===== src/rtl/cau_pkg.sv =====
package cau_pkg;

   // Operand and result format.
   localparam int DW = 16;
   localparam int FB = 8;

   // Derived widths.
   localparam int CMDW = 2;
   localparam int ASW = DW + 1;
   localparam int PW = 2 * DW;
   localparam int SW = 2 * DW + 1;
   localparam int MAGW = SW;
   localparam int DENW = 2 * DW;
   localparam int NXW = MAGW + FB;
   localparam int CMPW = 3 * DW + FB + 1;

   // Stream payload widths, padded to whole bytes.
   localparam int REQ_W = CMDW + 4 * DW;
   localparam int REQ_TDATA_W = ((REQ_W + 7) / 8) * 8;
   localparam int RSP_W = 2 * DW + 2;
   localparam int RSP_TDATA_W = ((RSP_W + 7) / 8) * 8;

   // Operation codes.
   localparam logic [CMDW-1:0] CMD_ADD = 2'd0;
   localparam logic [CMDW-1:0] CMD_SUB = 2'd1;
   localparam logic [CMDW-1:0] CMD_MUL = 2'd2;
   localparam logic [CMDW-1:0] CMD_DIV = 2'd3;

   typedef struct packed {
      logic [DW-1:0] val;
      logic          ovf;
   } sat_type;

   typedef struct packed {
      logic          dz;
      logic          ovf;
      logic [DW-1:0] im;
      logic [DW-1:0] re;
   } res_type;

   // One item as it travels through the divider stages.
   typedef struct packed {
      logic            is_div;
      logic            dz;
      logic            neg_re;
      logic            neg_im;
      logic            big_re;
      logic            big_im;
      logic [DENW-1:0] rem_re;
      logic [DENW-1:0] rem_im;
      logic [DW-1:0]   nlo_re;
      logic [DW-1:0]   nlo_im;
      logic [DW-1:0]   q_re;
      logic [DW-1:0]   q_im;
      logic [DENW-1:0] den;
      logic [DW-1:0]   dres_re;
      logic [DW-1:0]   dres_im;
      logic            dovf;
   } item_type;

   // Clamp a sign and magnitude to the signed DW range.
   function automatic sat_type saturate(input logic neg, input logic [MAGW-1:0] mag);
      sat_type         r;
      logic [MAGW-1:0] lim;
      logic [MAGW-1:0] m;
      logic [MAGW-1:0] negm;
      lim = {{(MAGW-DW){1'b0}}, 1'b0, {(DW-1){1'b1}}} + MAGW'(neg);
      if (mag > lim) begin
         m = lim;
         r.ovf = 1'b1;
      end else begin
         m = mag;
         r.ovf = 1'b0;
      end
      negm = ~m + 1'b1;
      r.val = neg ? negm[DW-1:0] : m[DW-1:0];
      return r;
   endfunction

   // Magnitude of a signed sum.
   function automatic logic [MAGW-1:0] magnitude(input logic [SW-1:0] v);
      logic [SW-1:0] t;
      t = ~v + 1'b1;
      return v[SW-1] ? t : v;
   endfunction

endpackage


===== src/rtl/cau_back.sv =====
module cau_back (
   input  logic              clock,
   input  logic              reset,
   input  logic              in_valid,
   input  cau_pkg::item_type in_item,
   output logic              en,
   output logic              out_valid,
   input  logic              out_ready,
   output cau_pkg::res_type  out_res
);

   localparam int MAGW = cau_pkg::MAGW;

   logic                 out_valid_ff, skid_valid_ff;
   cau_pkg::res_type     out_res_ff, skid_res_ff, fin;
   cau_pkg::sat_type     q_re, q_im;
   logic                 take;

   // Final sign and saturation of the quotient, or the direct result.
   always_comb begin
      q_re = cau_pkg::saturate(in_item.neg_re, MAGW'({in_item.big_re, in_item.q_re}));
      q_im = cau_pkg::saturate(in_item.neg_im, MAGW'({in_item.big_im, in_item.q_im}));
      if (!in_item.is_div) begin
         fin.re = in_item.dres_re;
         fin.im = in_item.dres_im;
         fin.ovf = in_item.dovf;
         fin.dz = 1'b0;
      end else if (in_item.dz) begin
         fin.re = '0;
         fin.im = '0;
         fin.ovf = 1'b0;
         fin.dz = 1'b1;
      end else begin
         fin.re = q_re.val;
         fin.im = q_im.val;
         fin.ovf = q_re.ovf | q_im.ovf;
         fin.dz = 1'b0;
      end
   end

   assign en = !skid_valid_ff;
   assign take = out_valid_ff && out_ready;

   // Output register with one skid entry; the pipeline freezes while the skid entry is full.
   always_ff @(posedge clock) begin
      if (reset) begin
         out_valid_ff <= 1'b0;
         skid_valid_ff <= 1'b0;
      end else if (take || !out_valid_ff) begin
         if (skid_valid_ff) begin
            out_res_ff <= skid_res_ff;
            out_valid_ff <= 1'b1;
            skid_valid_ff <= 1'b0;
         end else begin
            out_res_ff <= fin;
            out_valid_ff <= in_valid;
         end
      end else if (in_valid && !skid_valid_ff) begin
         skid_res_ff <= fin;
         skid_valid_ff <= 1'b1;
      end
   end

   assign out_valid = out_valid_ff;
   assign out_res = out_res_ff;

endmodule


===== config.mk =====
export PLATFORM = sky130hd
export DESIGN_NAME = cau_back
export DESIGN_NICKNAME = d
export VERILOG_FILES = /design/src/rtl/cau_pkg.sv /design/src/rtl/cau_back.sv
export SDC_FILE = /design/constraint.sdc
export NUM_CORES = 1
export LEC_CHECK = 0
export ABC_AREA = 1
export BUFFER_PORTS_ARGS = -buffer_cell sky130_fd_sc_hd__buf_2
export CAP_MARGIN = 25
export CORE_ASPECT_RATIO = 0.6
export CORE_MARGIN = 5
export CORE_UTILIZATION = 49
export CTS_BUF_LIST = sky130_fd_sc_hd__clkbuf_4 sky130_fd_sc_hd__clkbuf_8
export DETAILED_ROUTE_END_ITERATION = 8
export GPL_ROUTABILITY_DRIVEN = 0
export PLACE_DENSITY = 0.95
export SYNTH_ARGS = -nofsm -noshare
export SYNTH_HDL_FRONTEND = slang
export SYNTH_SLANG_ARGS = --single-unit

===== constraint.sdc =====
create_clock -name clock -period 5.5 [get_ports clock]
set_input_delay 0.825 -clock clock [delete_from_list [all_inputs] [get_ports clock]]
set_output_delay 0.825 -clock clock [all_outputs]
set_load 0.02 [all_outputs]

==> results.py, run 1 <==
metrics = {
    "clocking": {
        "cts_tree": "done",
        "cts_hold_buf": 0,
        "root_buffer": "clkbuf_8",
        "htreeDepth": 3,
        "cts_setup_buffers": 0,
        "cts_made_buffers": 9,
        "cts_resized": 0,
        "clock_sinks": 70,
        "cts_buffer_depth": 2,
        "clk_latency_ns": 0.34,
        "clk_pin_slew_ns": 0.07,
    },
    "final_layout": {
        "fill_cells": 940,
        "fin_util": 0.597,
        "drive_gt1_frac": 0.248,
        "post-route-cell-area_um2": 5910,
        "finalNonFillerCells": 888,
        "final_nets": 985,
        "diodes": 0,
        "area_delta_synth_final_pct": 18.1,
    },
    "sta": {
        "worst_pin_slew_ns": 1.01,
        "post-route-period-util": 0.695,
        "finalHoldViolCount": 0,
        "maxSlewHeadroom": 0.326,
        "fin_skew_ns": 0.00844,
        "rsz0062_at_grt": "no",
        "holdWs_ns": 0.522,
        "slew_viol_final": 0,
        "setup_viol": 0,
        "min_period_ns": 3.82,
        "fin_tns_setup_ns": 0,
        "fmax_mhz": 262,
    },
    "global_route": {
        "grt_usage": 0.214,
        "antenna_found_initial": 0,
        "grt_pass1_wl_um": 21100,
        "grt_max_degree": 42,
        "grt-ovfl-total": 0,
        "grt_pass1_vias": 4330,
    },
    "logic_synthesis": {
        "syn-instance-count": 640,
        "yosysWarnings": 0,
        "synth_top_area_frac": 0.408,
        "ys_seq_elements": 70,
        "synth_cell_type_count": 40,
        "synth_top_cell_by_area": "edfxtp_1",
        "synth_area_leaders": "edfxtp_1 (41%), nand2_1 (19%), ha_1 (8.5%), inv_1 (3.9%), nand3_1 (3.5%)",
        "ys_seq_area_frac": 0.416,
        "syn_nets": 877,
        "synth.avg_cell_area_um2": 7.82,
        "synthesis.area_um2": 5010,
    },
    "worst_setup_path": {
        "crit_slowest_cell": "buf_4",
        "cp_slowest_stage_delay_ns": 0.29,
        "worstPathArrival_ns": 3.92,
        "worstSetupPathType": "input port to flop",
        "critPathRequiredTime_ns": 5.60,
        "critPathLaunchType": "input port",
        "cp_max_fo": 18,
        "crit_family": "simple AND/OR/NAND/NOR gates",
        "critPathBufInv": 4,
        "crit_top_cell": "nand2_1",
        "crit_chain": "buf_2 -> buf_4 -> ha_1 -> nand2_1 -> nand2_1 -> nand2_1 -> nand2_1 -> nand2_1 -> nand2_1 -> nor2_1 -> nand2_2 -> nand3_2 -> inv_1 -> a21oi_1 -> ha_1 -> inv_1 -> a21oi_2 -> nand3_1 -> nand2_2 -> nand4_1 -> nand3_1 -> nand2_1 -> nand2_1 -> nand2_1",
        "worstSetupEndpointType": "flop",
    },
    "floorplanning": {
        "die_w_um": 141,
        "design.die.area_um2": 12400,
        "pin_count": 239,
        "dieHeight_um": 88.3,
        "rows": 28,
        "core_region_area_um2": 9910,
        "start_util": 0.505,
    },
    "detailed_routing": {
        "drt-wirelength-per-cell_um": 14.7,
        "drc": 0,
        "routed_wirelength_um": 13100,
        "firstDrtPassIters": 5,
        "routed_via_density": 5.22,
        "vias": 4633,
        "ant_nets": 0,
        "first_iter_violations": 303,
    },
    "place": {
        "postPlaceCellArea_um2": 5670,
        "post-place-cells": 872,
        "portBuffers": 110,
        "place_hpwl_um": 9890,
    },
    "status": {
        "status": "finished clean",
    },
    "flow_run": {
        "maxCapViolCount": 0,
    },
    "power": {
        "p_leak_uw": 0.00297,
        "powerDensity_nw_per_um2": 254,
        "max-vdd-ir-drop_v": 0.000157,
    },
    "hold_path": {
        "min_path_type": "flop to flop",
    },
}
## worst paths after layout
path	start	end	slack, ns	cells after the start
hold reg to reg	skid_res_ff[9]	out_res[9]	0.52	2
setup / recovery	in_item[195]	out_res[28]	1.68	24
setup reg to reg	skid_valid_ff	skid_res_ff[5]	3.42	6
hold / removal	skid_res_ff[9]	out_res[9]	0.52	2
## stage by stage
stage | setup WS, ns | total power, uW
after floorplan | 1.89 | 895
after global placement | 1.45 | 997
after detailed placement | 1.38 | 1010
after CTS | 1.75 | 1510
after global routing | 1.35 | 1580
final | 1.68 | 1500
## state kept, by name, indices dropped and copies added, names as in the netlist
signal / flops
out_res: 34
skid_res_ff: 34
out_valid: 1
skid_valid_ff: 1
## worst min-delay path, cell delays in order (launching register included)
cell and delay [ns]:
edfxtp_1 0.32, nand2_1 0.05, nand2_1 0.05
## Yosys cell counts
master      n
and2_2      1
nand3_4     1
nand3_2     5
o21ai_0    23
nor2_4      3
a21oi_1    19
or2_2       1
clkbuf_4    1
o31ai_1     1
buf_4       3
buf_6       2
o21ai_2     6
clkbuf_1    9
inv_1      52
a22o_1      1
nand2_1   259
a21oi_2     2
nor3_1      5
nand2_2    16
nor2_1     33
o311ai_1    2
nand2_4     7
o211ai_1    6
buf_8       1
or2_0       1
clkinv_1    2
nand3b_1    1
nor2_2      5
o211ai_2    1
buf_2       5
dfxtp_1     2
edfxtp_1   68
a31oi_1     9
a32o_1      1
nand4_1     8
a21o_1      2
o21ai_1     5
ha_1       34
inv_2       2
nand3_1    35
## cells by family after synthesis
group                    synth area share
flip-flops                          0.416
AO/OA/AOI/OAI                      0.0955
adder cells (fa/ha/maj)            0.0850
AND/OR/NAND/NOR                     0.337
buffers and inverters              0.0672
## layout make-up
cell class | instances | area [um^2] | share of cell area
Timing Repair Buffer | 118 | 611 | 0.103
Clock buffer | 10 | 131 | 0.0222
Clock inverter | 6 | 110 | 0.0186
Inverter | 56 | 210 | 0.0355
Tap cell | 135 | 169 | 0.0286
Multi-Input combinational cell | 493 | 2600 | 0.440
Sequential cell | 70 | 2080 | 0.352
## per-layer routing
layer,GRT usage,part of all wire,up-vias
met4,0.0325,0.0071,0
li1,-,-,2347
met3,0.0540,0.094,12
met2,0.326,0.41,205
met1,0.315,0.48,2069
met5,0,0,-
## placed cells by master (no fill, tap or decap), drive strengths merged
cell type,synthesis,final
o311ai,2,2
a32o,1,1
o21ai,34,34
nand3b,1,1
nor2,41,41
edfxtp,68,68
nand2,282,282
a22o,1,1
and2,1,1
ha,34,34
buf,11,118
a21o,2,2
nor3,5,5
clkinv,2,3
o31ai,1,1
bufinv,0,3
or2,2,2
inv,54,54
o211ai,7,7
nand4,8,8
a21oi,21,21
clkinvlp,0,2
dfxtp,2,2
clkbuf,10,10
a31oi,9,9
nand3,41,41
## power breakdown
part | total (uW) | leakage [uW] | switching [uW] | internal (uW)
sequential | 633 | 0.000662 | 9.73 | 624
clock | 498 | 0.000116 | 192 | 305
combinational | 370 | 0.00219 | 247 | 124
total | 1500 | 0.00297 | 449 | 1050
No activity file was read; power rests on OpenSTA's default activity.
==> run 2, diff against run 1 <==
Settings changed: CORE_UTILIZATION 49 to 44, PLACE_DENSITY 0.95 to 0.91.
Clock period 5.5 ns to 3.4 ns, I/O delays scaled along.
==> run 2 against run 1 <==
  * Sequential share of layout area decreased by 0.91 points
  * First-iteration DRC count grew 76%
  * Total power rose by 59%
  * Wire length grew 5.5%
  * Critical path type unchanged
  * Largest power group unchanged
==> results.py, run 2 (synthesis gave the netlist of run 1 again) <==
metrics = {
    "floorplanning": {
        "design.die.area_um2": 13700,
        "pin_count": 239,
        "start_util": 0.446,
        "core_region_area_um2": 11200,
        "dieHeight_um": 92.6,
        "die_w_um": 148,
        "rows": 30,
    },
    "clocking": {
        "htreeDepth": 3,
        "cts_buffer_depth": 2,
        "cts_resized": 0,
        "cts_setup_buffers": 0,
        "root_buffer": "clkbuf_8",
        "clock_sinks": 70,
        "cts_hold_buf": 0,
        "clk_pin_slew_ns": 0.08,
        "clk_latency_ns": 0.34,
        "cts_made_buffers": 9,
        "cts_tree": "done",
    },
    "global_route": {
        "grt_pass1_wl_um": 21900,
        "grt-ovfl-total": 0,
        "grt_usage": 0.201,
        "grt_pass1_vias": 4440,
        "antenna_found_initial": 0,
        "grt_max_degree": 35,
    },
    "final_layout": {
        "area_delta_synth_final_pct": 21.2,
        "multi_input_area_um2": 2610,
        "final_nets": 1003,
        "diodes": 0,
        "final_cell_mix": "nand2_1 (259), buf_2 (109), edfxtp_1 (68)",
        "seqCellArea_um2": 2080,
        "finalNonFillerCells": 915,
        "fill_cells": 1064,
        "drive_gt1_frac": 0.266,
        "mostFrequentLayoutCell": "nand2_1",
    },
    "worst_setup_path": {
        "reg2reg_from": "skid_valid_ff",
        "worstSetupEndpointType": "flop",
        "crit_end": "out_res[14]",
        "crit_path_start": "in_item[196]",
        "r2r_setup_slack_ns": 1.28,
        "worstSetupPathType": "input port to flop",
        "worstPathArrival_ns": 3.28,
        "reg2reg_to": "skid_res_ff[17]",
        "critPathRequiredTime_ns": 3.50,
        "critPathLaunchType": "input port",
        "cp_max_fo": 6,
        "r2r_cells": 5,
    },
    "sta": {
        "min_period_ns": 3.18,
        "fin_tns_setup_ns": 0,
        "maxSlewHeadroom": 0.469,
        "slew_viol_final": 0,
        "worst_pin_slew_ns": 0.784,
        "fin_skew_ns": 0.0110,
        "fmax_mhz": 315,
        "finalHoldViolCount": 0,
        "setup_viol": 0,
        "post-route-period-util": 0.934,
        "rsz0062_at_grt": "no",
    },
    "detailed_routing": {
        "drc": 0,
        "routed_wirelength_um": 13800,
        "drt-wirelength-per-cell_um": 15.1,
        "vias": 4842,
        "routed_via_density": 5.29,
        "first_iter_violations": 533,
        "firstDrtPassIters": 5,
        "ant_nets": 0,
    },
    "place": {
        "place_hpwl_um": 10800,
        "post-place-cells": 898,
        "portBuffers": 110,
    },
    "power": {
        "powerDensity_nw_per_um2": 394,
        "p_leak_uw": 0.00306,
        "max-vdd-ir-drop_v": 0.000246,
    },
    "status": {
        "status": "finished clean",
    },
    "hold_path": {
        "min_path_type": "input port to flop",
    },
    "flow_run": {
        "maxCapViolCount": 0,
    },
}
run 2: changes by cell type in the layout (fill, tap and decap cells not counted), sizes merged:
| cell | before | now |
|---|---|---|
| clkinv | 3 | 6 |
| clkinvlp | 2 | 0 |
| bufinv | 3 | 2 |
| buf | 118 | 136 |
run 2: metal layers:
layer	vias to the layer above	track usage	share of wire
met1	2185	0.298	0.48
met5	-	0	0
met2	249	0.291	0.41
met4	0	0.0372	0.0095
li1	2390	-	-
met3	18	0.0592	0.11
run 2: worst min path at each step:
| stage | start | end | slack, ns | cells after the start |
|---|---|---|---|---|
| finish | reset | out_valid | 0.38 | 2 |
| global route | reset | out_valid | 0.37 | 2 |
| CTS | reset | out_valid | 0.36 | 2 |
| detailed placement | skid_res_ff[2] | out_res[2] | 0.50 | 2 |
| global placement | skid_res_ff[17] | out_res[17] | 0.50 | 2 |
| floorplan | skid_res_ff[13] | out_res[13] | 0.49 | 2 |
run 2: cell type report:
type / instances / area share
clock buffers: 10 / 0.0216
clock inverters: 6 / 0.0144
inverters: 56 / 0.0346
multi-input cells: 493 / 0.430
flip-flops and latches: 70 / 0.343
well taps: 144 / 0.0297
repair buffers: 136 / 0.127
run 2: critical path, stage by stage:
cell and delay [ns]:
buf_2 0.14, buf_4 0.16, ha_1 0.29, nand2_2 0.10
inv_1 0.05, a21oi_1 0.20, nand2_1 0.08, nor2_1 0.11
nand2_2 0.09, nand3_1 0.10, inv_1 0.08, a21oi_1 0.23
ha_1 0.20, nor2_1 0.06, inv_1 0.14, nand3_2 0.17
nor2_2 0.21, nand3b_1 0.09, nand3_1 0.08, nand2_1 0.08
nand2_1 0.06, nand2_1 0.05
run 2: power breakdown:
part / switching [uW] / leakage, uW / total [uW] / internal, uW
combinational: 413 / 0.00229 / 635 / 221
clock: 310 / 0.000114 / 731 / 421
sequential: 15.7 / 0.000662 / 1020 / 1010
run 2: stage by stage:
stage / worst slack [ns] / area [um^2] / power, uW / hold WS, ns / utilization
2_1_floorplan: 0.100 / 5010 / 1450 / 0.494 / -
3_3_place_gp: -0.0163 / 5820 / 1640 / 0.499 / 0.518
3_5_place_dp: -0.141 / 5820 / 1660 / 0.504 / 0.518
4_1_cts: 0.229 / 6040 / 2400 / 0.357 / 0.538
5_1_grt: 0.0279 / 6070 / 2530 / 0.370 / 0.541
6_report: 0.225 / 6070 / 2390 / 0.382 / 0.541
