## src/rtl/cau_pkg.sv

```systemverilog
package cau_pkg;

   // Operand and result format.
   localparam int DW = 16;
   localparam int FB = 8;

   // Derived widths.
   localparam int CMDW = 2;
   localparam int ASW = DW + 1;
   localparam int PW = 2 * DW;
   localparam int SW = 2 * DW + 1;
   localparam int MAGW = SW;
   localparam int DENW = 2 * DW;
   localparam int NXW = MAGW + FB;
   localparam int CMPW = 3 * DW + FB + 1;

   // Stream payload widths, padded to whole bytes.
   localparam int REQ_W = CMDW + 4 * DW;
   localparam int REQ_TDATA_W = ((REQ_W + 7) / 8) * 8;
   localparam int RSP_W = 2 * DW + 2;
   localparam int RSP_TDATA_W = ((RSP_W + 7) / 8) * 8;

   // Operation codes.
   localparam logic [CMDW-1:0] CMD_ADD = 2'd0;
   localparam logic [CMDW-1:0] CMD_SUB = 2'd1;
   localparam logic [CMDW-1:0] CMD_MUL = 2'd2;
   localparam logic [CMDW-1:0] CMD_DIV = 2'd3;

   typedef struct packed {
      logic [DW-1:0] val;
      logic          ovf;
   } sat_type;

   typedef struct packed {
      logic          dz;
      logic          ovf;
      logic [DW-1:0] im;
      logic [DW-1:0] re;
   } res_type;

   // One item as it travels through the divider stages.
   typedef struct packed {
      logic            is_div;
      logic            dz;
      logic            neg_re;
      logic            neg_im;
      logic            big_re;
      logic            big_im;
      logic [DENW-1:0] rem_re;
      logic [DENW-1:0] rem_im;
      logic [DW-1:0]   nlo_re;
      logic [DW-1:0]   nlo_im;
      logic [DW-1:0]   q_re;
      logic [DW-1:0]   q_im;
      logic [DENW-1:0] den;
      logic [DW-1:0]   dres_re;
      logic [DW-1:0]   dres_im;
      logic            dovf;
   } item_type;

   // Clamp a sign and magnitude to the signed DW range.
   function automatic sat_type saturate(input logic neg, input logic [MAGW-1:0] mag);
      sat_type         r;
      logic [MAGW-1:0] lim;
      logic [MAGW-1:0] m;
      logic [MAGW-1:0] negm;
      lim = {{(MAGW-DW){1'b0}}, 1'b0, {(DW-1){1'b1}}} + MAGW'(neg);
      if (mag > lim) begin
         m = lim;
         r.ovf = 1'b1;
      end else begin
         m = mag;
         r.ovf = 1'b0;
      end
      negm = ~m + 1'b1;
      r.val = neg ? negm[DW-1:0] : m[DW-1:0];
      return r;
   endfunction

   // Magnitude of a signed sum.
   function automatic logic [MAGW-1:0] magnitude(input logic [SW-1:0] v);
      logic [SW-1:0] t;
      t = ~v + 1'b1;
      return v[SW-1] ? t : v;
   endfunction

endpackage

```

## src/rtl/cau_div_step.sv

```systemverilog
module cau_div_step (
   input  logic              clock,
   input  logic              reset,
   input  logic              en,
   input  logic              in_valid,
   input  cau_pkg::item_type in_item,
   output logic              out_valid,
   output cau_pkg::item_type out_item
);

   localparam int DW = cau_pkg::DW;
   localparam int DENW = cau_pkg::DENW;

   logic                 valid_ff;
   cau_pkg::item_type    item_ff, item_in;
   logic [DENW:0]        r2_re, r2_im, d_ext;
   logic [DENW:0]        diff_re, diff_im;
   logic                 ge_re, ge_im;

   // One restoring step per lane: shift in the next dividend bit, subtract if it fits.
   always_comb begin
      d_ext = {1'b0, in_item.den};
      r2_re = {in_item.rem_re, in_item.nlo_re[DW-1]};
      r2_im = {in_item.rem_im, in_item.nlo_im[DW-1]};
      ge_re = (r2_re >= d_ext);
      ge_im = (r2_im >= d_ext);
      diff_re = r2_re - d_ext;
      diff_im = r2_im - d_ext;

      item_in = in_item;
      item_in.rem_re = ge_re ? diff_re[DENW-1:0] : r2_re[DENW-1:0];
      item_in.rem_im = ge_im ? diff_im[DENW-1:0] : r2_im[DENW-1:0];
      item_in.nlo_re = in_item.nlo_re << 1;
      item_in.nlo_im = in_item.nlo_im << 1;
      item_in.q_re = {in_item.q_re[DW-2:0], ge_re};
      item_in.q_im = {in_item.q_im[DW-2:0], ge_im};
   end

   always_ff @(posedge clock) begin
      if (reset) begin
         valid_ff <= 1'b0;
      end else if (en) begin
         valid_ff <= in_valid;
      end
   end

   always_ff @(posedge clock) begin
      if (en) begin
         item_ff <= item_in;
      end
   end

   assign out_valid = valid_ff;
   assign out_item = item_ff;

endmodule

```

## config.mk

```make
export PLATFORM = sky130hd
export DESIGN_NAME = cau_div_step
export DESIGN_NICKNAME = d
export VERILOG_FILES = /design/src/rtl/cau_pkg.sv /design/src/rtl/cau_div_step.sv
export SDC_FILE = /design/constraint.sdc
export NUM_CORES = 1
export LEC_CHECK = 0
export ABC_AREA = 1
export BUFFER_PORTS_ARGS = -buffer_cell sky130_fd_sc_hd__buf_2
export CAP_MARGIN = 20
export CORE_ASPECT_RATIO = 0.75
export CORE_MARGIN = 1
export CORE_UTILIZATION = 53
export CTS_BUF_LIST = sky130_fd_sc_hd__clkbuf_8
export DETAILED_ROUTE_END_ITERATION = 10
export GPL_TIMING_DRIVEN = 0
export PLACE_DENSITY = 0.93
export SKIP_LAST_GASP = 1
export SYNTH_ARGS = -nofsm -noshare
export SYNTH_HDL_FRONTEND = slang
export SYNTH_SLANG_ARGS = --single-unit
```

## constraint.sdc

```tcl
create_clock -name clock -period 2.3 [get_ports clock]
set_clock_uncertainty 0.15 [all_clocks]
set_input_delay 0.115 -clock clock [delete_from_list [all_inputs] [get_ports clock]]
set_output_delay 0.115 -clock clock [all_outputs]
set_load 0.02 [all_outputs]
```

==> results of run 1 <==
-- sequential cells by signal (all words and copies together), names as in the netlist --
name	flops
out_item	197
out_valid	1
-- power by group through the flow --
stage | clock, mW | sequential, mW | combinational, mW
4_1_cts | 2.42 | 4.53 | 3.14
3_3_place_gp | 0 | 4.61 | 2.80
2_1_floorplan | 0 | 5.08 | 1.33
3_5_place_dp | 0 | 4.61 | 2.86
5_1_grt | 2.58 | 4.58 | 3.66
6_report | 2.47 | 4.55 | 3.41
-- tightest hold or removal path, stage by stage --
cell and delay, ns:
buf_2 0.09, ha_1 0.19, xor2_1 0.08, nand2_1 0.06, nand2_1 0.04
-- cell usage after synthesis --
library cell	instances
nor2_4	2
buf_4	3
nand3b_1	3
nor2_1	76
conb_1	1
a21o_1	1
buf_6	5
nand4_4	1
mux2i_1	1
buf_8	2
nand4_1	8
ha_1	64
nor3b_1	1
inv_2	4
nor3_2	1
xor2_1	26
nor2_2	10
a21oi_1	36
nand2_8	1
buf_2	7
and2_1	9
dfxtp_1	1
clkbuf_4	2
nor3_4	1
edfxtp_1	197
nand2_4	1
buf_12	2
fa_1	2
inv_1	295
xnor2_1	2
nand2_1	615
o21bai_1	2
a21oi_2	1
nand3_1	124
nand3_2	3
nor3_1	16
nand2_2	31
or2_2	1
-- per-layer routing --
| layer | vias up | global-route usage, % |
|---|---|---|
| li1 | 6128 | - |
| met1 | 6093 | 48.3 |
| met2 | 951 | 62.1 |
| met3 | 249 | 9.18 |
| met4 | 0 | 18.2 |
| met5 | - | 0 |
-- what timing repair did --
action,4_1_cts,5_1_grt
hold buffers,198,0
gates resized for setup,0,65
hold endpoints to repair,260,0
endpoints found under the setup margin,0,63
buffers inserted,0,5
-- worst paths after layout --
path / from / to / slack [ns]
min: in_item[134] / out_item[135] / 0.06
min reg2reg: out_valid / out_valid / 0.98
max reg2reg: out_valid / out_valid / 0.96
max: in_item[140] / out_item[159] / -0.07
-- metrics by stage --
stage	utilization [%]	worst slack [ns]	TNS, ns
after global placement	64.2	-1.52	-297.30
final	76.4	-0.0661	-0.165
after CTS	74.8	0.00763	0
after floorplan	-	0.386	0
after global routing	76.4	-0.0828	-1.29
after detailed placement	64.3	-0.246	-10.07
-- layout make-up --
| class | count | share of cell area [%] |
|---|---|---|
| sequential | 198 | 33.8 |
| antenna | 1 | 0.0142 |
| tap | 300 | 2.13 |
| buffer | 21 | 1.17 |
| clock buffer | 17 | 1.33 |
| timing repair buffer | 603 | 23.2 |
| multi-input combinational | 1041 | 31.0 |
| inverter | 299 | 6.38 |
| clock inverter | 15 | 1.05 |
-- cells by family (layout without fill, tap and decap cells) --
group	Yosys count	in the layout	synth area share, %
fa+ha+maj	66	66	6.78
buf+inv	320	955	10.7
mux	1	1	0.0808
xor+xnor	28	28	1.98
flops	198	198	47.9
other cells	1	3	0.0303
compound gates	40	40	1.71
simple gates	904	904	30.9
==> results.md, run 1 <==
* Clk pwr share at 23.6%
* CP Launch Type: input port
* Max Slew Vio Count at 0
* Worst Setup End Kind: flop
* Wire length per cell at 19.1 um
* Final instance area at 0.0176 mm2
* Initial antenna violation count at 1
* Pleak at 9.22 nW
* Data required time at the worst endpoint at 2.41 ns
* WP depth at 13
* Warnings from Yosys at 0
* Hpwl dp at 32.5 mm
* CP max-delay cell: dlygate4sd3_1
* Comb power frac at 32.7%
* #FFs+latches synth at 198
* Crit path top cell by count: nand3_1
* Tcrit/Tclk final at 103%
* Min Hold Slack at 0.0590 ns
* Post-DR vias/cell at 5.38
* Peak supply drop at 0.000434 V
* Starting density of the core at 53.9%
* Die height at 134 um
* Setup ws final at -0.0661 ns
* Clk sinks at 198
* First-pass GRT wire length at 68.1 mm
* Max Freq at 0.423 GHz
* Most frequent cells in the layout: nand2_1 (601), buf_2 (403), inv_1 (291)
* WHS Path Cells at 5
* Gr usage total at 38.3%
* Pwr/cell area at 593 mW/mm2
* Met2 WL at 22.3 mm
* Clk pin slew, worst setup/hold paths at 0.12 ns
* Seq pwr share at 43.6%
* Placed cell area at 0.0148 mm2
* Internal Power at 6.58 mW
* Die area at 0.0240 mm2
* HP Class: in2reg
* RSZ-0062 raised after global routing: yes
* Final setup viols at 6
* Outcome: finished with violations
* CTS tree: yes
* Delay-heaviest family, CP: simple AND/OR/NAND/NOR gates
* # placed instances at 2258
* Routed met3 length at 5.37 mm
* M1 WL at 17.2 mm
* Switching share of total power at 37.0%
* Initial DRC Count at 1680
* Vias post-DR at 13400
* Root buf cell: clkbuf_8
* Commonest non-fill, non-tap cell in the layout: nand2_1
* Nets at 2450
* Yosys cell types at 38
* Sequential cell area at 0.00594 mm2
* IO Pins at 403
* Fin cells at 2495
* Largest net degree at the start of global routing at 134
* Total Power at 10.4 mW
* First-pass iteration count of the detailed router at 9
* Worst slew margin at 49.6%
* Share of cells above drive strength 1 at 25.8%
* Slowest stage delay, CP at 0.54 ns
* Net Sw Power at 3.86 mW
* Top Metal Used: met4
* Crit path buf inv count at 3
* Clk buf depth at 2
* Area Overhead vs Synth at 41.9%
* RD Place Congestion at 0.986
* Number of global-route vias before repair at 12500
* Number of H-tree levels at 4
* Multi-input logic area at 0.00545 mm2
* Post-route DRC at 0
* Max Fanout on Critical Path at 10
* Rows at 48
* Post-layout min period at 2.37 ns
* Grt ovf at 0
* CP Cell Sequence: dlygate4sd3_1 > buf_2 > ha_4 > nand2_1 > nor2_2 > nand2_2 > nor2_4 > nand3_1 > nand3_1 > nor2_4 > buf_2 > nand3_1 > nand2_1
* Largest area contributor in the synthesized netlist: edfxtp_1
* Layout fillers at 1613
* CTS Buf Count at 17
* Clock latency on the worst-skew pair at 0.50 ns
* Core box area at 0.0230 mm2
* Top cells by area, synth: edfxtp_1 (48%), nand2_1 (19%), inv_1 (8.9%)
* Mapped cell area at 0.0124 mm2
* Critical path class: in2reg
* Worst Path Arrival at 2.48 ns
* Avg Inst Size Synth at 7.95 um2
* Yosys top cell area share at 47.7%
* Total of max-cap violations at 0
* Failing checks: negative setup slack
* Final Hold Fails at 0
* Post-route ant nets at 0
* Worst R2R Path Depth at 3
* PortBufs at 398
* Post-Synthesis Cells at 1558
* Register area share after synthesis at 47.9%
* Routed wire length at 47.6 mm
* Width of the die at 179 um
* Worst-margin pin slew at 0.756 ns
No activity file was read; power rests on OpenSTA's default activity.
==> inputs of run 2 (changes only) <==
==> config.mk (replaced) <==
export PLATFORM = sky130hd
export DESIGN_NAME = cau_div_step
export DESIGN_NICKNAME = d
export VERILOG_FILES = /design/src/rtl/cau_pkg.sv /design/src/rtl/cau_div_step.sv
export SDC_FILE = /design/constraint.sdc
export NUM_CORES = 1
export LEC_CHECK = 0
export ABC_AREA = 0
export BUFFER_PORTS_ARGS = -buffer_cell sky130_fd_sc_hd__buf_2
export CORE_AREA = 2 2 158 160
export CTS_BUF_LIST = sky130_fd_sc_hd__clkbuf_8
export DETAILED_ROUTE_END_ITERATION = 10
export DIE_AREA = 0 0 160 162
export GPL_TIMING_DRIVEN = 0
export PLACE_DENSITY = 0.81
export SKIP_LAST_GASP = 1
export SYNTH_ARGS = -nofsm -noshare
export SYNTH_HDL_FRONTEND = slang
export SYNTH_SLANG_ARGS = --single-unit
==> results.md, run 2 <==
* Peak supply drop at 0.000452 V (+4.1%)
* Slowest stage delay, CP at 0.40 ns (-0.14 ns)
* Setup ws final at -0.0103 ns (+0.0558 ns)
* Comb power frac at 32.9% (+0.2 points)
* Register area share after synthesis at 58.5% (+11 points)
* Worst slew margin at 37.1% (-12 points)
* R2r setup slk at 0.99 ns (+0.03 ns)
* Pwr/cell area at 632 mW/mm2 (+6.6%)
* Switching share of total power at 34.9% (-2.1 points)
* Top cells by area, synth: edfxtp_1 (58%), ha_1 (7.9%), nand2_1 (3.6%)
* Rows at 57 (+19%)
* Net Sw Power at 3.62 mW (-6.2%)
* Avg Inst Size Synth at 11.7 um2 (+47%)
* Max Slew Vio Count at 0 (unchanged)
* Warnings from Yosys at 0 (unchanged)
* CP max-delay cell: a21oi_1
* Ys async rst share at 0% (unchanged)
* Yosys cell types at 57 (+50%)
* Crit path buf inv count at 2 (-1)
* Area Overhead vs Synth at 61.7%
* Number of global-route vias before repair at 9678 (-23%)
* Final setup viols at 1 (-5)
* Post-Synthesis Cells at 865 (-44%)
* Number of synthesized flops with an enable pin at 197 (unchanged)
* Final Hold Fails at 0 (unchanged)
* Post-synth top cells: edfxtp_1 (197), nand2_1 (97), o21ai_0 (70)
* Core box area at 0.0241 mm2 (+4.8%)
* Clock latency on the worst-skew pair at 0.48 ns (-0.02 ns)
* Grt ovf at 0 (unchanged)
* Post-route ant nets at 0 (unchanged)
* #FFs+latches synth at 198 (unchanged)
* Outcome: finished with violations
* CP Cell Sequence: buf_2 > inv_4 > ha_4 > nand3_2 > o21bai_4 > a311oi_4 > o21a_1 > o211ai_1 > a21oi_1 > o21ai_0 > mux2_2 > nor2_1
* Clk pin slew, worst setup/hold paths at 0.13 ns (about the same)
* Vias post-DR at 9837 (-27%)
* Nets at 1786 (-27%)
* Max Freq at 0.433 GHz (+2.4%)
* Setup_tns at -0.0103 ns (+0.155 ns)
* Commonest non-fill, non-tap cell in the layout: buf_2
* # placed instances at 1589 (-30%)
* Clk buf depth at 2 (unchanged)
* Die height at 162 um (+21%)
* Post-layout min period at 2.31 ns (-0.0558 ns)
* Most frequent cells in the layout: buf_2 (383), dlygate4sd3_1 (201), edfxtp_1 (197)
* Max Fanout on Critical Path at 5 (-5)
* First-pass GRT wire length at 57.5 mm (-16%)
* Die area at 0.0259 mm2 (+8.0%)
* Largest area contributor in the synthesized netlist: edfxtp_1
* Worst Setup End Kind: flop
* Internal Power at 6.75 mW (+2.7%)
* Clk sinks at 198 (unchanged)
* Pleak at 6.99 nW (-24%)
* Starting density of the core at 42.1% (-12 points)
* HP Class: in2reg
* Root buf cell: clkbuf_8
* Post-DR vias/cell at 5.29 (-1.6%)
* Flip-flop count of the largest register after layout at 197 (unchanged)
* Delay-heaviest family, CP: compound AO/OA/AOI/OAI gates
* First-pass iteration count of the detailed router at 5 (-4)
* Seq pwr share at 44.0% (+0.4 points)
* Layout fillers at 1759 (+9.1%)
* RSZ-0062 raised after global routing: yes
* Largest net degree at the start of global routing at 121 (-9.7%)
* Clk pwr share at 23.1% (-0.5 points)
* Initial antenna violation count at 6 (+5)
* Worst Path Arrival at 2.49 ns (about the same)
* Count leader, synth: edfxtp_1
* Number of H-tree levels at 4 (unchanged)
* Width of the die at 160 um (-10%)
* CTS Buf Count at 17 (unchanged)
* Tcrit/Tclk final at 100% (-2.4 points)
* Gr usage total at 29.4% (-8.9 points)
* CP Launch Type: input port
* Total of max-cap violations at 0 (unchanged)
* Initial DRC Count at 895 (-47%)
* Routed wire length at 40.1 mm (-16%)
* Synth Flop Type: edfxtp_1
* Critical path class: in2reg
* Mapped cell area at 0.0101 mm2 (-18%)
* RD Place Congestion at 0.916 (-7.1%)
* Hpwl dp at 27.5 mm (-15%)
* Worst-margin pin slew at 0.943 ns (+0.187 ns)
* PortBufs at 398 (unchanged)
* Post-route DRC at 0 (unchanged)
* CTS tree: yes
* Wire length per cell at 21.6 um (+13%)
* Failing checks: negative setup slack
* IO Pins at 403 (unchanged)
* Yosys top cell area share at 58.3% (+11 points)
* Fin cells at 1859 (-25%)
* Share of cells above drive strength 1 at 40.6% (+15 points)
* Data required time at the worst endpoint at 2.48 ns (+0.07 ns)
==> run 2: changes by cell type after synthesis, moves of 28 or more <==
| cell | change |
|---|---|
| nor2_1 | -47 |
| nand2_2 | -29 |
| a21oi_1 | +28 |
| nand2_1 | -518 |
| o21ai_0 | +70 |
| nand3_1 | -99 |
| inv_1 | -240 |
==> run 2: worst reg2reg max path, cell delays in order, from the launching register on <==
cell and delay, ns:
dfxtp_1 0.33, mux2i_1 0.12, nor2_1 0.06, dlygate4sd3_1 0.55
==> run 2: final cells by class <==
class | count | area (um2) | area share (%)
Sequential cell | 198 | 5940 | 36.2
Multi-Input combinational cell | 582 | 4610 | 28.1
Timing Repair Buffer | 640 | 4520 | 27.5
Tap cell | 324 | 405 | 2.47
Inverter | 56 | 278 | 1.69
Clock buffer | 17 | 234 | 1.43
Buffer | 22 | 226 | 1.38
Clock inverter | 15 | 190 | 1.16
Antenna cell | 5 | 12.5 | 0.0763
==> run 2: per-layer routing <==
metal  routed length (um)  vias to the layer above  GRT usage [%]
met5                   29                        -              0
met3                 2780                      108           7.76
met2                20300                      438           52.3
met4                 1850                        4           12.6
li1                     -                     4508              -
met1                15200                     4779           33.6
==> run 2: metrics by stage <==
step | power (mW) | worst slack (ns) | hold WS, ns | utilization (%) | cell area (um2)
final | 10.4 | -0.0103 | 0.0550 | 68.1 | 16400
after global routing | 10.8 | -0.0576 | 0.0592 | 68.0 | 16400
after CTS | 10.2 | -0.0154 | -0.180 | 65.9 | 15900
after detailed placement | 7.32 | -0.898 | 0.129 | 53.7 | 12900
after global placement | 7.29 | -1.66 | 0.124 | 53.5 | 12900
after floorplan | 6.28 | -0.211 | 0.0374 | - | 10500
==> run 2: logic make-up (layout without fill, tap and decap cells) <==
logic type               after synthesis  in the layout  share of synthesized area, %
other                                  1              7                        0.0370
buffers and inverters                 86            750                          3.54
flip-flops                           198            198                          58.5
adder cells (fa/ha/maj)               66             66                          8.29
XOR/XNOR                              56             56                          4.84
multiplexers                           8              8                         0.864
AND/OR/NAND/NOR                      212            212                          9.67
AO/OA/AOI/OAI                        238            238                          14.2
==> run 2: path summary, 6_finish.rpt <==
path,to,from,cells after the start
worst max-delay path,out_item[188],in_item[37],12
worst min-delay path,out_item[140],in_item[139],4
worst max register to register,out_valid,out_valid,3
worst min register to register,out_valid,out_valid,3
==> run 2: power groups by stage <==
stage	clock network, mW	logic [mW]	registers [mW]
3_5_place_dp	0	2.68	4.63
5_1_grt	2.58	3.62	4.59
2_1_floorplan	0	1.14	5.14
4_1_cts	2.43	3.17	4.55
6_report	2.40	3.41	4.56
3_3_place_gp	0	2.65	4.64
==> run 2: timing repair <==
item                                    CTS  global route
hold buffers                            198             3
resized for setup                        80            88
endpoints found under the hold margin   196             3
pin swaps                                30            42
endpoints found under the setup margin   64            64
cloned                                    2             0
setup buffers                            21            18
==> inputs of run 3 (changes only) <==
--- a/config.mk
+++ b/config.mk
@@ -7,12 +7,11 @@
 export LEC_CHECK = 0
 export ABC_AREA = 0
 export BUFFER_PORTS_ARGS = -buffer_cell sky130_fd_sc_hd__buf_2
-export CORE_AREA = 2 2 158 160
-export CTS_BUF_LIST = sky130_fd_sc_hd__clkbuf_8
+export CORE_AREA = 2 2 156 158
 export DETAILED_ROUTE_END_ITERATION = 10
-export DIE_AREA = 0 0 160 162
+export DIE_AREA = 0 0 158 160
 export GPL_TIMING_DRIVEN = 0
-export PLACE_DENSITY = 0.81
+export PLACE_DENSITY = 0.82
 export SKIP_LAST_GASP = 1
 export SYNTH_ARGS = -nofsm -noshare
 export SYNTH_HDL_FRONTEND = slang
==> constraint.sdc (replaced) <==
create_clock -name clock -period 2.3 [get_ports clock]
set_clock_uncertainty 0.15 [all_clocks]
set_input_delay 0.115 -clock clock [delete_from_list [all_inputs] [get_ports clock]]
set_output_delay 0.115 -clock clock [all_outputs]
set_load 0.01 [all_outputs]
==> results.md, run 3 (synthesis gave the netlist of run 2 again) <==
* Post-route ant nets at 0 (unchanged)
* Placed cell area at 0.0129 mm2 (unchanged)
* Clock latency on the worst-skew pair at 0.43 ns (-0.05 ns)
* Max Slew Vio Count at 0 (unchanged)
* Post-route DRC at 0 (unchanged)
* Initial DRC Count at 686 (-23%)
* Routed wire length at 40.3 mm (+0.69%)
* Pleak at 7.05 nW (+0.94%)
* Top Metal Used: met5
* CP Launch Type: input port
* Multi-input logic area at 0.00470 mm2 (+2.1%)
* Post-Place Worst Slack at -0.879 ns (+0.0188 ns)
* Largest net degree at the start of global routing at 102 (-16%)
* CTS Buf Count at 17 (unchanged)
* Worst Setup End Kind: flop
* Max Fanout on Critical Path at 3 (-2)
* Grt ovf at 0 (unchanged)
* Worst Path Arrival at 2.42 ns (-0.07 ns)
* HP Class: in2reg
* Starting density of the core at 42.6% (+0.50 points)
* Gr usage total at 30.4% (+1.0 points)
* Max Freq at 0.419 GHz (-3.2%)
* Outcome: finished with violations
* Sequential cell area at 0.00594 mm2 (unchanged)
* Post-layout min period at 2.39 ns (+0.0773 ns)
* Flip-flop count of the largest register after layout at 197 (unchanged)
* Routed met3 length at 3.40 mm (+22%)
* M1 WL at 14.6 mm (-3.4%)
* CTS tree: yes
* First-pass GRT wire length at 57.2 mm (-0.59%)
* Post-DR vias/cell at 5.32 (+0.60%)
* Data required time at the worst endpoint at 2.33 ns (-0.15 ns)
* Most frequent cells in the layout: buf_2 (385), dlygate4sd3_1 (197), edfxtp_1 (197)
* Area Overhead vs Synth at 63.7%
* Clk pin slew, worst setup/hold paths at 0.08 ns (-0.05 ns)
* Nets at 1787 (+0.056%)
* Number of global-route vias before repair at 10100 (+4.0%)
* PortBufs at 398 (unchanged)
* Wire length per cell at 21.7 um (+0.53%)
* Die area at 0.0253 mm2 (-2.5%)
* Width of the die at 158 um (-1.3%)
* Tcrit/Tclk final at 104% (+3.4 points)
* Rows at 57 (unchanged)
* Critical path class: in2reg
* Failing checks: negative setup slack
* Die height at 160 um (-1.2%)
* Layout fillers at 1688 (-4.0%)
* RSZ-0062 raised after global routing: yes
* Clk buf depth at 2 (unchanged)
* Pwr/cell area at 651 mW/mm2 (+3.0%)
* Vias post-DR at 9912 (+0.76%)
* RD Place Congestion at 0.899 (-1.9%)
* Initial antenna violation count at 8 (+2)
* Final Hold Fails at 0 (unchanged)
* Worst-margin pin slew at 0.795 ns (-0.149 ns)
* Root buf cell: clkbuf_16
* Peak supply drop at 0.000393 V (-13%)
* Share of cells above drive strength 1 at 41.6% (+1.0 points)
* Clk sinks at 198 (unchanged)
* Met2 WL at 19.7 mm (-2.7%)
* Core box area at 0.0238 mm2 (-1.2%)
* Setup ws final at -0.0875 ns (-0.0773 ns)
* Worst slew margin at 47.0% (+9.9 points)
* Number of H-tree levels at 4 (unchanged)
* First-pass iteration count of the detailed router at 7 (+2)
* IO Pins at 403 (unchanged)
* Final setup viols at 22 (+21)
* Final instance area at 0.0166 mm2 (+1.2%)
* Commonest non-fill, non-tap cell in the layout: buf_2
* Hpwl dp at 27.0 mm (-1.9%)
* Total of max-cap violations at 0 (unchanged)
-- run 3: cell types whose count changed in the layout (fill, tap and decap cells not counted), sizes merged --
cell / before / now
buf: 451 / 460
clkbuf: 27 / 22
dlygate4sd3: 201 / 197
diode: 5 / 7
a31oi: 10 / 11
-- run 3: final timing paths --
| kind | slack (ns) | cells after the start | from | to |
|---|---|---|---|---|
| max | -0.09 | 13 | in_item[41] | out_item[147] |
| min | 0.02 | 3 | in_item[33] | out_item[129] |
| max reg2reg | 0.96 | 3 | out_valid | out_valid |
| min reg2reg | 0.95 | 3 | out_valid | out_valid |
-- run 3: timing repair --
item	in CTS	in global routing
gates resized for setup	96	95
hold endpoints to repair	196	0
gates cloned	2	0
buffers inserted	30	16
setup endpoints to repair	64	64
hold buffers	197	0
pin swaps	38	41
-- run 3: layer usage --
layer | global-route usage, % | vias to the layer above
met3 | 8.74 | 154
met2 | 51.2 | 528
met5 | 0 | -
met4 | 18.3 | 6
li1 | - | 4516
met1 | 33.9 | 4708
-- run 3: critical path, cell delays in order --
cell and delay, ns:
buf_2 0.12, inv_4 0.08, ha_4 0.21, a21oi_1 0.25
o211ai_1 0.17, a21o_1 0.24, buf_4 0.14, a21oi_1 0.24
o21ai_2 0.10, a31o_2 0.29, a21oi_1 0.19, xnor2_1 0.17
o21ai_1 0.09
-- run 3: stage by stage --
step	hold WS [ns]	util, %	instances	setup TNS, ns	power [mW]
after global placement	0.142	54.1	1588	-358.67	6.99
after floorplan	0.0374	-	866	-5.24	5.98
after global routing	0.00402	69.7	1858	-2.60	11.2
final	0.0172	69.7	1862	-0.596	10.8
after detailed placement	0.142	54.3	1589	-43.03	7.02
after CTS	0.0417	67.8	1843	-2.62	10.6
-- run 3: area by class of cell --
cell class / instances / share of cell area [%]
clock buffer: 17 / 2.56
timing repair buffer: 643 / 26.9
sequential: 198 / 35.7
tap: 324 / 2.44
antenna: 7 / 0.105
buffer: 19 / 1.15
inverter: 56 / 1.67
clock inverter: 15 / 1.15
multi-input combinational: 583 / 28.3
-- run 3: where the power goes --
group	internal (mW)	leakage, nW	switching (mW)	total, mW
Clock	1.50	0.297	1.63	3.13
Combinational	1.43	4.82	1.69	3.13
Sequential	4.45	1.93	0.109	4.55
